<file path="src/hdl/lpr_pkg.sv">
// Shared types and constants for the linear parameter ramp.
// Holds item structs, action codes, controller state and command types.
// No dependencies.
package lpr_pkg;

  // Formats: values Q16.16, accumulator and step Q32.16
  localparam int unsigned VAL_W      = 32;
  localparam int unsigned FRAC_SHIFT = 16;
  localparam int unsigned ACC_W      = VAL_W + FRAC_SHIFT;
  localparam int unsigned CFG_W      = 16;

  // Serial divider: magnitude of a 49-bit difference, one quotient bit a cycle
  localparam int unsigned DIV_BITS = ACC_W + 1;
  localparam int unsigned CNT_W    = $clog2(DIV_BITS);

  // Shortest ramp accepted; shorter writes are clamped up
  localparam logic [CFG_W-1:0] MIN_RAMP_SAMPLES = 16'd1;

  // Configuration register indexes
  localparam logic CFG_RAMP_SAMPLES = 1'b0;
  localparam logic CFG_MIN_DELTA    = 1'b1;

  // Item actions; the fourth code leaves the ramp state unchanged
  typedef enum logic [1:0] {
    ACT_TICK = 2'd0,
    ACT_SET  = 2'd1,
    ACT_SKIP = 2'd2
  } action_e;

  typedef struct packed {
    logic [1:0]              action;
    logic signed [VAL_W-1:0] target_value;
  } in_item_t;

  typedef struct packed {
    logic signed [VAL_W-1:0] current_value;
    logic                    ramping;
  } out_item_t;

  // Controller states, one-hot
  typedef enum logic [3:0] {
    ST_IDLE   = 4'b0001,
    ST_PREP   = 4'b0010,
    ST_DIV    = 4'b0100,
    ST_FINISH = 4'b1000
  } state_e;

  // Controller to datapath
  typedef struct packed {
    logic load;
    logic prep;
    logic div_step;
    logic commit;
  } lpr_cmd_t;

  // Datapath to controller
  typedef struct packed {
    logic is_set;
    logic div_last;
    logic out_free;
  } lpr_status_t;

endpackage

</file>
<file path="src/hdl/lpr_ctrl.sv">
// Controller for the linear parameter ramp: sequences accept, prepare,
// divide and commit steps of one item. Depends on lpr_pkg.
module lpr_ctrl (
  input  logic                clk_i,
  input  logic                rst_ni,
  input  logic                in_valid_i,
  output logic                in_stall_o,
  input  lpr_pkg::lpr_status_t status_i,
  output lpr_pkg::lpr_cmd_t    cmd_o
);
  import lpr_pkg::*;

  state_e state_q, state_d;

  // Next state and commands
  always_comb begin
    state_d = state_q;
    cmd_o   = '0;
    case (state_q)
      ST_IDLE: begin
        if (in_valid_i) begin
          cmd_o.load = 1'b1;
          state_d    = ST_PREP;
        end
      end
      ST_PREP: begin
        cmd_o.prep = 1'b1;
        state_d    = status_i.is_set ? ST_DIV : ST_FINISH;
      end
      ST_DIV: begin
        cmd_o.div_step = 1'b1;
        if (status_i.div_last) begin
          state_d = ST_FINISH;
        end
      end
      ST_FINISH: begin
        if (status_i.out_free) begin
          cmd_o.commit = 1'b1;
          state_d      = ST_IDLE;
        end
      end
      default: begin
        state_d = ST_IDLE;
      end
    endcase
  end

  assign in_stall_o = (state_q != ST_IDLE);

  always_ff @(posedge clk_i or negedge rst_ni) begin
    if (!rst_ni) begin
      state_q <= ST_IDLE;
    end else begin
      state_q <= state_d;
    end
  end

  // A result is only committed into a free output slot
  a_commit_free: assert property (@(posedge clk_i) disable iff (!rst_ni)
    cmd_o.commit |-> status_i.out_free)
    else $error("commit into occupied output slot");

  // An accepted item always goes to the prepare step next
  a_load_prep: assert property (@(posedge clk_i) disable iff (!rst_ni)
    cmd_o.load |=> (state_q == ST_PREP))
    else $error("accepted item did not reach prepare");

endmodule

</file>
<file path="src/hdl/lpr_dp.sv">
// Datapath for the linear parameter ramp: config registers, ramp state,
// serial divider and output register. Depends on lpr_pkg.
module lpr_dp (
  input  logic                       clk_i,
  input  logic                       rst_ni,
  input  lpr_pkg::in_item_t          in_data_i,
  input  logic                       cfg_we_i,
  input  logic                       cfg_idx_i,
  input  logic [lpr_pkg::CFG_W-1:0]  cfg_data_i,
  input  lpr_pkg::lpr_cmd_t          cmd_i,
  output lpr_pkg::lpr_status_t       status_o,
  output logic                       out_valid_o,
  input  logic                       out_stall_i,
  output lpr_pkg::out_item_t         out_data_o
);
  import lpr_pkg::*;

  // Configuration
  logic [CFG_W-1:0] rs_q, md_q;

  always_ff @(posedge clk_i or negedge rst_ni) begin
    if (!rst_ni) begin
      rs_q <= 16'd1;
      md_q <= 16'd1;
    end else if (cfg_we_i) begin
      case (cfg_idx_i)
        CFG_RAMP_SAMPLES: rs_q <= (cfg_data_i < MIN_RAMP_SAMPLES) ? MIN_RAMP_SAMPLES
                                                                  : cfg_data_i;
        CFG_MIN_DELTA:    md_q <= cfg_data_i;
        default:          ;
      endcase
    end
  end

  // Ramp state
  logic [ACC_W-1:0] acc_q, acc_d;
  logic [VAL_W-1:0] tgt_q, tgt_d;
  logic [ACC_W-1:0] step_q, step_d;

  // Latched item
  logic [1:0]       act_q;
  logic [VAL_W-1:0] in_tgt_q;

  // Prepared operands
  logic [DIV_BITS-1:0] mag_q;
  logic                neg_q;
  logic [ACC_W-1:0]    smag_q;
  logic                cur_ramp_q;

  // Divider
  logic [DIV_BITS-1:0] quo_q;
  logic [CFG_W-1:0]    rem_q;
  logic [CNT_W-1:0]    cnt_q;

  // Output register
  logic      out_valid_q;
  out_item_t out_data_q, out_data_d;

  // Difference against the chosen target and step magnitude
  logic [VAL_W-1:0]    sel_tgt;
  logic [ACC_W-1:0]    sel_wide;
  logic [DIV_BITS-1:0] diff;
  logic [DIV_BITS-1:0] diff_mag;
  logic [ACC_W-1:0]    step_mag;

  always_comb begin
    sel_tgt  = (act_q == ACT_TICK) ? tgt_q : in_tgt_q;
    sel_wide = {sel_tgt, {FRAC_SHIFT{1'b0}}};
    diff     = {sel_wide[ACC_W-1], sel_wide} - {acc_q[ACC_W-1], acc_q};
    diff_mag = diff[DIV_BITS-1] ? (~diff + 1'b1) : diff;
    step_mag = step_q[ACC_W-1] ? (~step_q + 1'b1) : step_q;
  end

  // One restoring division step
  logic [CFG_W:0] rem_sh;
  logic           rem_ge;

  always_comb begin
    rem_sh = {rem_q, quo_q[DIV_BITS-1]};
    rem_ge = (rem_sh >= {1'b0, rs_q});
  end

  always_ff @(posedge clk_i) begin
    if (cmd_i.load) begin
      act_q    <= in_data_i.action;
      in_tgt_q <= in_data_i.target_value;
    end
    if (cmd_i.prep) begin
      mag_q      <= diff_mag;
      neg_q      <= diff[DIV_BITS-1];
      smag_q     <= step_mag;
      cur_ramp_q <= (acc_q != {tgt_q, {FRAC_SHIFT{1'b0}}});
      quo_q      <= diff_mag;
      rem_q      <= '0;
    end else if (cmd_i.div_step) begin
      quo_q <= {quo_q[DIV_BITS-2:0], rem_ge};
      rem_q <= rem_ge ? CFG_W'(rem_sh - {1'b0, rs_q}) : rem_sh[CFG_W-1:0];
    end
  end

  always_ff @(posedge clk_i or negedge rst_ni) begin
    if (!rst_ni) begin
      cnt_q <= '0;
    end else if (cmd_i.prep) begin
      cnt_q <= '0;
    end else if (cmd_i.div_step) begin
      cnt_q <= cnt_q + 1'b1;
    end
  end

  // Signed, saturated quotient
  logic [ACC_W-1:0] q_sat;
  logic             pos_ovf, neg_ovf;

  always_comb begin
    pos_ovf = quo_q[DIV_BITS-1] | quo_q[DIV_BITS-2];
    neg_ovf = quo_q[DIV_BITS-1] | (quo_q[DIV_BITS-2] & (|quo_q[DIV_BITS-3:0]));
    if (!neg_q) begin
      q_sat = pos_ovf ? {1'b0, {(ACC_W-1){1'b1}}} : quo_q[ACC_W-1:0];
    end else begin
      q_sat = neg_ovf ? {1'b1, {(ACC_W-1){1'b0}}} : ACC_W'(~quo_q + 1'b1);
    end
  end

  // State update and result of the item
  logic tick_go, upd;
  logic [ACC_W-1:0] md_wide;

  always_comb begin
    md_wide  = {{(ACC_W-CFG_W-FRAC_SHIFT){1'b0}}, md_q, {FRAC_SHIFT{1'b0}}};
    tick_go  = (mag_q > {smag_q, 1'b0}) && (smag_q > md_wide);
    upd      = (mag_q > {1'b0, md_wide});
    acc_d    = acc_q;
    tgt_d    = tgt_q;
    step_d   = step_q;
    out_data_d.ramping = cur_ramp_q;
    case (act_q)
      ACT_TICK: begin
        acc_d = tick_go ? (acc_q + step_q) : {tgt_q, {FRAC_SHIFT{1'b0}}};
        out_data_d.ramping = tick_go;
      end
      ACT_SET, ACT_SKIP: begin
        if (upd) begin
          tgt_d  = in_tgt_q;
          step_d = q_sat;
          out_data_d.ramping = 1'b1;
        end
        if (act_q == ACT_SKIP) begin
          tgt_d = in_tgt_q;
          acc_d = {in_tgt_q, {FRAC_SHIFT{1'b0}}};
          out_data_d.ramping = 1'b0;
        end
      end
      default: ;
    endcase
    out_data_d.current_value = acc_d[ACC_W-1:FRAC_SHIFT];
  end

  always_ff @(posedge clk_i or negedge rst_ni) begin
    if (!rst_ni) begin
      acc_q  <= '0;
      tgt_q  <= '0;
      step_q <= '0;
    end else if (cmd_i.commit) begin
      acc_q  <= acc_d;
      tgt_q  <= tgt_d;
      step_q <= step_d;
    end
  end

  // Output register
  always_ff @(posedge clk_i or negedge rst_ni) begin
    if (!rst_ni) begin
      out_valid_q <= 1'b0;
    end else if (cmd_i.commit) begin
      out_valid_q <= 1'b1;
    end else if (!out_stall_i) begin
      out_valid_q <= 1'b0;
    end
  end

  always_ff @(posedge clk_i) begin
    if (cmd_i.commit) begin
      out_data_q <= out_data_d;
    end
  end

  assign out_valid_o = out_valid_q;
  assign out_data_o  = out_data_q;

  always_comb begin
    status_o.is_set   = 1'b0;
    case (act_q) inside
      ACT_SET, ACT_SKIP: status_o.is_set = 1'b1;
      default:           status_o.is_set = 1'b0;
    endcase
    status_o.div_last = (cnt_q == CNT_W'(DIV_BITS - 1));
    status_o.out_free = !out_valid_q || !out_stall_i;
  end

  // Divider never runs past its last quotient bit
  a_div_range: assert property (@(posedge clk_i) disable iff (!rst_ni)
    cmd_i.div_step |-> (cnt_q < CNT_W'(DIV_BITS)))
    else $error("divider stepped past last bit");

  // A committed item shows up as a valid result
  a_commit_valid: assert property (@(posedge clk_i) disable iff (!rst_ni)
    cmd_i.commit |=> out_valid_q)
    else $error("committed item not presented");

  // Ramp state only moves on commit
  a_state_hold: assert property (@(posedge clk_i) disable iff (!rst_ni)
    !cmd_i.commit |=> $stable(acc_q) && $stable(tgt_q) && $stable(step_q))
    else $error("ramp state changed without commit");

endmodule

</file>
<file path="src/hdl/linear_parameter_ramp.sv">
// Linear parameter ramp top level: joins controller and datapath.
// Depends on lpr_pkg, lpr_ctrl and lpr_dp.
//
// Each item is taken when the block is idle and gives one result. A tick
// (or the unused fourth action code) passes the prepare and finish states
// to the result register; a set-target item, with or without skip, also
// passes the divide state, where the serial divider forms the per-tick
// step one quotient bit per cycle over a 49-bit distance. The next item
// is taken the cycle after a result is registered, even while that result
// still waits downstream; a second result waits in the finish state until
// the output register frees. Configuration must be written only while
// idle; the block itself does not enforce this. A ramp length below the
// minimum is stored as the minimum.
module linear_parameter_ramp (
  input  logic                      clk_i,
  input  logic                      rst_ni,
  input  logic                      in_valid_i,
  output logic                      in_stall_o,
  input  lpr_pkg::in_item_t         in_data_i,
  output logic                      out_valid_o,
  input  logic                      out_stall_i,
  output lpr_pkg::out_item_t        out_data_o,
  input  logic                      cfg_we_i,
  input  logic                      cfg_idx_i,
  input  logic [lpr_pkg::CFG_W-1:0] cfg_data_i
);
  import lpr_pkg::*;

  lpr_cmd_t    cmd;
  lpr_status_t status;

  lpr_ctrl u_ctrl (
    .clk_i      (clk_i),
    .rst_ni     (rst_ni),
    .in_valid_i (in_valid_i),
    .in_stall_o (in_stall_o),
    .status_i   (status),
    .cmd_o      (cmd)
  );

  lpr_dp u_dp (
    .clk_i       (clk_i),
    .rst_ni      (rst_ni),
    .in_data_i   (in_data_i),
    .cfg_we_i    (cfg_we_i),
    .cfg_idx_i   (cfg_idx_i),
    .cfg_data_i  (cfg_data_i),
    .cmd_i       (cmd),
    .status_o    (status),
    .out_valid_o (out_valid_o),
    .out_stall_i (out_stall_i),
    .out_data_o  (out_data_o)
  );

endmodule
</file>
<file path="config.mk">
export PLATFORM = sky130hd
export DESIGN_NAME = linear_parameter_ramp
export DESIGN_NICKNAME = d
export VERILOG_FILES = /design/src/hdl/lpr_pkg.sv /design/src/hdl/lpr_ctrl.sv /design/src/hdl/lpr_dp.sv /design/src/hdl/linear_parameter_ramp.sv
export SDC_FILE = /design/constraint.sdc
export NUM_CORES = 1
export LEC_CHECK = 0
export ABC_AREA = 1
export CORE_MARGIN = 4
export CORE_UTILIZATION = 40
export DETAILED_ROUTE_END_ITERATION = 7
export DONT_BUFFER_PORTS = 1
export GPL_ROUTABILITY_DRIVEN = 0
export PLACE_DENSITY_LB_ADDON = 0.05
export SLEW_MARGIN = 20
export SYNTH_ARGS = -nofsm -noshare
export SYNTH_HDL_FRONTEND = slang
export SYNTH_HIERARCHICAL = 1
export SYNTH_SLANG_ARGS = --single-unit
</file>
<file path="constraint.sdc">
create_clock -name clk_i -period 6.64 [get_ports clk_i]
set_clock_uncertainty 0.2 [all_clocks]
set_input_delay 0.332 -clock clk_i [delete_from_list [all_inputs] [get_ports clk_i]]
set_output_delay 0.332 -clock clk_i [all_outputs]
set_load 0.03 [all_outputs]
</file>
Word level (Yosys, flattened, before mapping)
Index checks and enable logic that the tools add are counted.
{"block": "word_totals", "register_bits": 402, "inputBits": 56, "output_inout_bits": 35, "word_cells": 103}
{"block": "classes", "addsub": 7, "order_cmp": 5, "n_eq_ne": 14, "n_mux": 34, "n_bitwise": 7, "reduce_logical": 16}
{"op": "$mux W48", "n": 5}
{"op": "$mux W49", "n": 3}
{"op": "$add A48 B1 Y48 const B", "n": 2}
{"op": "$mux W32", "n": 3}
{"op": "$not A48 Y48", "n": 2}
{"op": "$pmux W48 S2", "n": 1}
{"op": "$add A49 B1 Y49 const B", "n": 1}
{"op": "$gt A49 B32 Y1", "n": 1}
{"op": "$gt A49 B49 Y1", "n": 1}
{"op": "$not A49 Y49", "n": 1}
{"op": "$sub A48 B48 Y49", "n": 1}
{"op": "$add A48 B48 Y48", "n": 1}
{"op": "$gt A48 B32 Y1", "n": 1}
{"op": "$ne A48 B48 Y1", "n": 1}
{"op": "$mux W47", "n": 1}
{"op": "$reduce_or A47 Y1", "n": 1}
{"op": "$mux W16", "n": 2}
{"op": "$ge A17 B16 Y1", "n": 1}
{"op": "$lt A16 B1 Y1 const B", "n": 1}
{"op": "$mux W4", "n": 4}
{"op": "$pmux W4 S4", "n": 1}
{"op": "$sub A16 B16 Y16", "n": 1}
{"op": "$mux W6", "n": 2}
{"op": "$reduce_and A3 Y1", "n": 4}
{"op": "other kinds (23)", "n": 41}

Longest topological paths before layout
Gate-level depths: netlist of the first run.
{"block": "logic_depth", "word_depth": 7, "ltp_mapped": 29, "mapped_depth_nobuf": 27}

By module
The synthesis of the first run kept the hierarchy.
{"mod": "lpr_dp", "n_inst": 1, "cells_each": 4131, "area_per_inst_um2": 29684.7, "seq_area_each_um2": 10958.0}
{"mod": "lpr_ctrl", "n_inst": 1, "cells_each": 40, "area_per_inst_um2": 264.0, "seq_area_each_um2": 101.3}

Worst setup path before layout of the first run
No wires, ideal clock.
{"block": "synth_path", "path_type": "reg2reg", "startpoint": "register u_ctrl.state_q[3]", "endpoint": "register u_dp.quo_q[0], enable pin", "setup_time_ps": 404, "arrival_time_ps": 4118, "required_ps": 6036, "path_slack_ps": 1918, "path_stages_with_launch": 7, "path_buffers": 1, "synth_period_minus_slack_ps": 4722, "path_cell_list": "dfrtp_1 > nor2_2 > nand2_1 > inv_1 > clkbuf_1 > nor2_1 > inv_1"}
{"element": "start, declared", "line_no": "lpr_ctrl.sv:13", "source": "state_e state_q, state_d;"}
{"element": "start signal, assigned", "line_no": "lpr_ctrl.sv:54", "source": "state_q <= state_d;"}
{"element": "end signal, assigned", "line_no": "lpr_dp.sv:93", "source": "quo_q <= diff_mag;"}
{"element": "end signal, assigned", "line_no": "lpr_dp.sv:96", "source": "quo_q <= {quo_q[DIV_BITS-2:0], rem_ge};"}
{"element": "end, declared", "line_no": "lpr_dp.sv:51", "source": "logic [DIV_BITS-1:0] quo_q;"}

Worst setup path in the final report of the first run
{"block": "layout_path", "startpoint": "register u_dp.act_q[0]", "endpoint": "register u_dp.quo_q[14], data pin"}
{"block": "layout_via", "elab_chain_cells": 5}
{"element": "start, declared", "line_no": "lpr_dp.sv:41", "source": "logic [1:0] act_q;"}
{"element": "start signal, assigned", "line_no": "lpr_dp.sv:85", "source": "act_q <= in_data_i.action;"}
{"element": "$logic_not A2 Y1", "line_no": "lpr_dp.sv:67", "source": "sel_tgt = (act_q == ACT_TICK) ? tgt_q : in_tgt_q;"}
{"element": "$mux W32", "line_no": "lpr_dp.sv:67"}
{"element": "$sub A48 B48 Y49", "line_no": "lpr_dp.sv:69", "source": "diff = {sel_wide[ACC_W-1], sel_wide} - {acc_q[ACC_W-1], acc_q};"}
{"element": "$mux W49", "line_no": "lpr_dp.sv:70", "source": "diff_mag = diff[DIV_BITS-1] ? (~diff + 1'b1) : diff;"}
{"element": "named net u_dp.diff_mag[14]", "line_no": "lpr_dp.sv:63", "source": "logic [DIV_BITS-1:0] diff_mag;"}
{"element": "$mux W49", "line_no": "lpr_dp.sv:88", "source": "if (cmd_i.prep) begin"}
The timed path passes the listed nets, and every way through them passes these cells.
A chain may end at the register's enable or synchronous reset.

==> results.toml, run 1 <==
[layout]
ff_latch_area_um2 = 11100
stdcell_area_um2 = 33500
area_growth_pct = 11.8
drive_gt1_frac = 0.0423
nets = 4475
multiInputGateArea_um2 = 16300
n_fill_cell = 7803

[synth]
synth_warnings = 6
syn-instance-count = 4171
netlist_top_cells_count = "nand2_1 (1,175), inv_1 (598), nor2_1 (372)"
ys_seq_area_frac = 0.369
ys.flop_type = "edfxtp_1"
synth_area_um2 = 29900
synth-async-reset-ratio = 0.425
synth_top_area_frac = 0.216
syn_nets = 4412
ys_seq_elements = 402
yosysMostFrequentCell = "nand2_1"
ys_top_cells_by_area = "edfxtp_1 (22%), nand2_1 (15%), dfrtp_1 (14%), ha_1 (7.6%), inv_1 (7.5%)"
synth_top_area_cell = "edfxtp_1"
yosysUniqueCellTypes = 58
synth_area_per_cell_um2 = 7.18
synth_edf_count = 215

[pwr]
pwr-share-comb = 0.615
power_switching_share = 0.545
p_clk_frac = 0.136
pwr_density_cell_nw_per_um2 = 587
p_leak_nw = 15.7
ir_drop_mv = 0.297
power.switching_mw = 10.7
p_int_mw = 8.93
p_seq_frac = 0.250
totalPowerFinal_mw = 19.6

[global_routing]
grt_use_total = 0.277
grt_max_degree = 172
grt_pass1_wl_um = 166000
grt_overflow_total = 0
grt_pass1_vias = 26700
antenna_found_initial = 2

[min_path]
hold_class = "input port to flip-flop"

[timing]
grt_setup_unrepaired = "no"
slew_headroom = 0.285
period_needed_ps = 5090
setup_tns_ps = 0
final_hold_viol_count = 0
whs_ps = 135
worst_slew_pin_slew_ps = 1060
setup_viol = 0
post-route-period-util = 0.767
worst_slack_ps = 1550
max_freq_mhz = 196
finalMaxSlewViolations = 0

[floorplan]
die_height_um = 282
boundaryPins = 91
die_x_um = 282
core-area_um2 = 74300
start_util = 0.403
fp-row-count = 100
die_area_um2 = 79300

[placement]
hpwlAfterDp_um = 89700
placed_area_um2 = 31000
post-place-ws_ps = 1640
port_buffers = 0

[critical_path]
critical_path_class = "flip-flop to flip-flop"
worstPathArrival_ps = 5200
critPathCaptureType = "flip-flop"
regToRegSetupSlack_ps = 1550
required_ps = 6750
cp_max_fo = 64
start_kind = "flip-flop"

[route]
drc_errors = 0
final_antenna_net_count = 0
firstDrtPassIters = 8
wire_per_inst_um = 21.2
drt-total-wl_um = 111000
viasPerCell = 5.32
vias = 27900
drt_iter0_drc = 2317

[cts]
clock-sinks = 402
cts_buffer_depth = 3
numCtsBuffers = 50
insertion_delay_ps = 630
cts_tree = "done"
path_clk_slew_ps = 60
htree_levels = 2
cts_root_buf = "clkbuf_16"

[run]
cap_violations = 0

[outcome]
status = "completed"
flip-flops by register name, indices dropped and copies added, names as in the netlist:
signal and count:
u_dp/mag_q 49, u_dp/quo_q 49, u_dp/acc_q 48, u_dp/smag_q 48, u_dp/step_q 48, u_dp/out_data_o 33, u_dp/in_tgt_q 32, u_dp/tgt_q 32
u_dp/md_q 16, u_dp/rem_q 16, u_dp/rs_q 16, u_dp/cnt_q 6, u_ctrl/state_q 4, u_dp/act_q 2, u_dp/cur_ramp_q 1, u_dp/neg_q 1
u_dp/out_valid_o 1
power groups by stage:
stage,sequential (mW),combinational (mW),clock [mW]
CTS,4.86,11.9,2.75
floorplan,4.32,8.31,0
global placement,4.92,11.8,0
global route,4.94,13.4,2.85
detailed placement,4.90,11.8,0
finish,4.90,12.1,2.67
worst paths after layout:
path	from	end	cells past startpoint
min reg2reg	u_dp/rem_q[15]	u_dp/rem_q[15]	2
max reg2reg	u_dp/act_q[0]	u_dp/quo_q[14]	21
max	u_dp/act_q[0]	u_dp/quo_q[14]	21
min	in_data_i[8]	u_dp/in_tgt_q[8]	1
max in group asynchronous	rst_ni	u_dp/acc_q[22]	2
min in group asynchronous	rst_ni	u_dp/rs_q[11]	2
critical path, cell delays in order, from the launching register on:
cell and delay [ps]:
edfxtp_1 390, inv_1 100, ha_2 880, o21ai_0 240, ha_1 470, nand2_1 130
nor2_1 220, nand3_1 110, nor2_1 100, nand2_1 70, nand2_1 190, nand2_1 90
nand2_1 110, nand2_1 80, nand4_1 90, nand2_2 70, inv_2 580, o21ai_1 240
nand3b_1 150, nand2_1 70, nand2_1 50, o21ai_0 80
metal layers:
metal / global-route usage / vias up / part of all wire / wire length, µm
met2: 0.445 / 853 / 0.45 / 49600
met3: 0.0331 / 189 / 0.055 / 6080
met4: 0.112 / 2 / 0.047 / 5260
li1: - / 13800 / - / -
met1: 0.380 / 13100 / 0.45 / 50400
met5: 0 / - / 0.000099 / 11
placed cells by master, fill, tap and decap left out, types with 18 or more instances in the layout:
master            n
a21boi_0         39
a21oi_1         186
a22oi_1          26
buf_4            21
clkbuf_16        50
dfrtp_1         168
dlygate4sd3_1    84
edfxtp_1        215
ha_1            181
inv_1           596
nand2_1        1174
nand3_1         217
nand3b_1         18
nand4_1          75
nor2_1          370
nor2_2           27
nor3_1           40
nor4_1           35
o211ai_1         18
o21ai_0         337
o22ai_1          23
xnor2_1          50
xor2_1          111
area by class of cell:
cell class / instances / share of cell area
multi-input cells: 3065 / 0.486
flip-flops and latches: 402 / 0.330
inverters: 608 / 0.0683
clock buffers: 70 / 0.0408
well taps: 969 / 0.0362
repair buffers: 107 / 0.0312
clock inverters: 24 / 0.00706
diodes: 1 / 0.0000748
through the flow:
stage                      util  cells
after detailed placement  0.417   5065
final                     0.450   5246
after CTS                 0.450   5244
after global routing      0.450   5245
after floorplan               -   4171
after global placement    0.417   5065
repair_timing:
action,in CTS,in global routing
setup buffers,0,0
hold buffers,85,0
resized for setup,0,0
hold endpoints to repair,243,0
cell families (layout without fill, tap and decap cells):
logic type | Yosys count | after routing | synth area share
simple gates | 2009 | 2009 | 0.284
compound gates | 710 | 710 | 0.133
buf+inv | 704 | 809 | 0.0889
flops | 402 | 402 | 0.369
fa+ha+maj | 185 | 185 | 0.0778
xor+xnor | 161 | 161 | 0.0471
other cells | 0 | 1 | 0
Note: power is estimated with default switching activity, not from simulation.
==> run 2, diff against run 1 <==
clock period = 5.1 ns   (was 6.64 ns; I/O delays follow)
==> run 2 against run 1 <==
Compared with the run above: die area unchanged; final area up 0.38%; critical path depth up 1; core utilization up 0.17 points; first-iteration DRC count up 11%; sequential power up 30%; sequential share of layout area down 0.13 points; largest power group unchanged.
==> results.toml, run 2 (same netlist as run 1, synthesis figures left out) <==
[outcome]
status = "completed"

[critical_path]
r2r_cells = 22
r2r-start = "u_dp/act_q[0]"
regToRegSetupSlack_ps = 370
start_kind = "flip-flop"
worst-path-buf-inv = 3
cp_max_fo = 34
slowest_delay_ps = 460
slowest_stage = "ha_2"
r2r_end = "u_dp/quo_q[45]"
critical_path_depth = 22
critical_path.cell_chain = "inv_1 -> ha_2 -> buf_12 -> o21ai_0 -> ha_1 -> nand2_1 -> inv_1 -> nand2_1 -> nor2_1 -> nand3_1 -> nand2_1 -> nand2_1 -> nand2_1 -> nand2_1 -> nor2_1 -> nand3_2 -> nor2_2 -> nand3b_1 -> nand2_1 -> nand3_1 -> nand3_1 -> nand2_1"
critical_path_class = "flip-flop to flip-flop"
worstPathArrival_ps = 4890
required_ps = 5260
crit_path_frequent_cell = "nand2_1"
critPathCaptureType = "flip-flop"
critical-path-top-delay-family = "simple AND/OR/NAND/NOR gates"

[timing]
grt_setup_unrepaired = "no"
period_needed_ps = 4730
setup_tns_ps = 0
setup_viol = 0
worst_slew_pin_slew_ps = 999
post-route-period-util = 0.927
finalMaxSlewViolations = 0
worst_slack_ps = 372
slew_headroom = 0.332
max_freq_mhz = 211
final_hold_viol_count = 0

[route]
firstDrtPassIters = 6
final_antenna_net_count = 0
wire_per_inst_um = 21.3
drc_errors = 0
drt-total-wl_um = 112000
viasPerCell = 5.33
drt_iter0_drc = 2567
vias = 28100

[pwr]
ir_drop_mv = 0.349
pwr_density_cell_nw_per_um2 = 754
p_leak_nw = 15.7

[cts]
path_clk_slew_ps = 60
clock-sinks = 402
numCtsBuffers = 49
insertion_delay_ps = 610
post_cts_buffers = 0
cts_root_buf = "clkbuf_16"
cts_hold_buf = 86
cts_tree = "done"
cts-resized-gates = 0
cts_buffer_depth = 3
htree_levels = 2

[layout]
n_fill_cell = 7707
top_regs = "u_dp/mag_q: 49 flops, u_dp/quo_q: 49 flops"
nets = 4493
stdcell_area_um2 = 33600
fin_cells = 5261
area_growth_pct = 12.2
drive_gt1_frac = 0.0466
final_common_cell = "nand2_1"
mostFrequentLayoutCells = "nand2_1 (1,174), inv_1 (595), nor2_1 (370)"
utilization = 0.452

[floorplan]
die_x_um = 282
die_height_um = 282
start_util = 0.403
die_area_um2 = 79300
boundaryPins = 91
core-area_um2 = 74300
fp-row-count = 100

[placement]
hpwlAfterDp_um = 89900
post-place-ws_ps = 557
placed_area_um2 = 31100
port_buffers = 0
placed_cells = 5083

[global_routing]
grt_overflow_total = 0
grt_max_degree = 172
antenna_found_initial = 3
grt_pass1_wl_um = 166000
grt_use_total = 0.277
grt_pass1_vias = 26700

[min_path]
hold_class = "input port to asynchronous set/reset pin"

[run]
cap_violations = 0
-- run 2: layout make-up --
class | instances | area [µm²] | area share
antenna | 1 | 2.50 | 0.0000745
inverter | 608 | 2290 | 0.0681
clock buffer | 71 | 1410 | 0.0420
clock inverter | 19 | 160 | 0.00477
multi-input combinational | 3065 | 16300 | 0.484
tap | 969 | 1210 | 0.0361
sequential | 402 | 11100 | 0.329
timing repair buffer | 126 | 1210 | 0.0360
-- run 2: how the worst max path moves through the flow --
stage / slack, ps / endpoint / start
floorplan: 380 / u_dp/quo_q[0] / u_ctrl/state_q[3]
global placement: 600 / u_dp/quo_q[42] / u_dp/act_q[0]
detailed placement: 560 / u_dp/quo_q[42] / u_dp/act_q[0]
CTS: 530 / u_dp/quo_q[42] / u_dp/act_q[0]
global route: 120 / u_dp/quo_q[42] / u_dp/act_q[0]
finish: 370 / u_dp/quo_q[45] / u_dp/act_q[0]
-- run 2: metrics by stage --
| stage | hold slack, ps | power, mW |
|---|---|---|
| CTS | 35.3 | 25.1 |
| detailed placement | -236 | 21.5 |
| floorplan | -241 | 16.4 |
| global route | 57.2 | 27.3 |
| global placement | -236 | 21.5 |
| finish | 33.4 | 25.3 |
-- run 2: power by group --
group,switching [mW],internal (mW)
Clock,1.48,1.97
Combinational,10.8,4.73
Sequential,1.40,4.97
-- run 2: metal layers --
metal	vias to the layer above	global-route usage	part of all wire
met3	230	0.0304	0.052
met2	895	0.449	0.45
met4	0	0.117	0.049
met5	-	0	0
li1	13900	-	-
met1	13000	0.378	0.45
-- run 2: worst reg2reg max path, cell delays in order, from the launching register on --
cell and delay [ps]:
edfxtp_1 410, inv_1 110, ha_2 460, buf_12 260, o21ai_0 160, ha_1 410
nand2_1 120, inv_1 90, nand2_1 80, nor2_1 370, nand3_1 160, nand2_1 160
nand2_1 120, nand2_1 150, nand2_1 70, nor2_1 230, nand3_2 180, nor2_2 220
nand3b_1 140, nand2_1 140, nand3_1 110, nand3_1 100, nand2_1 60
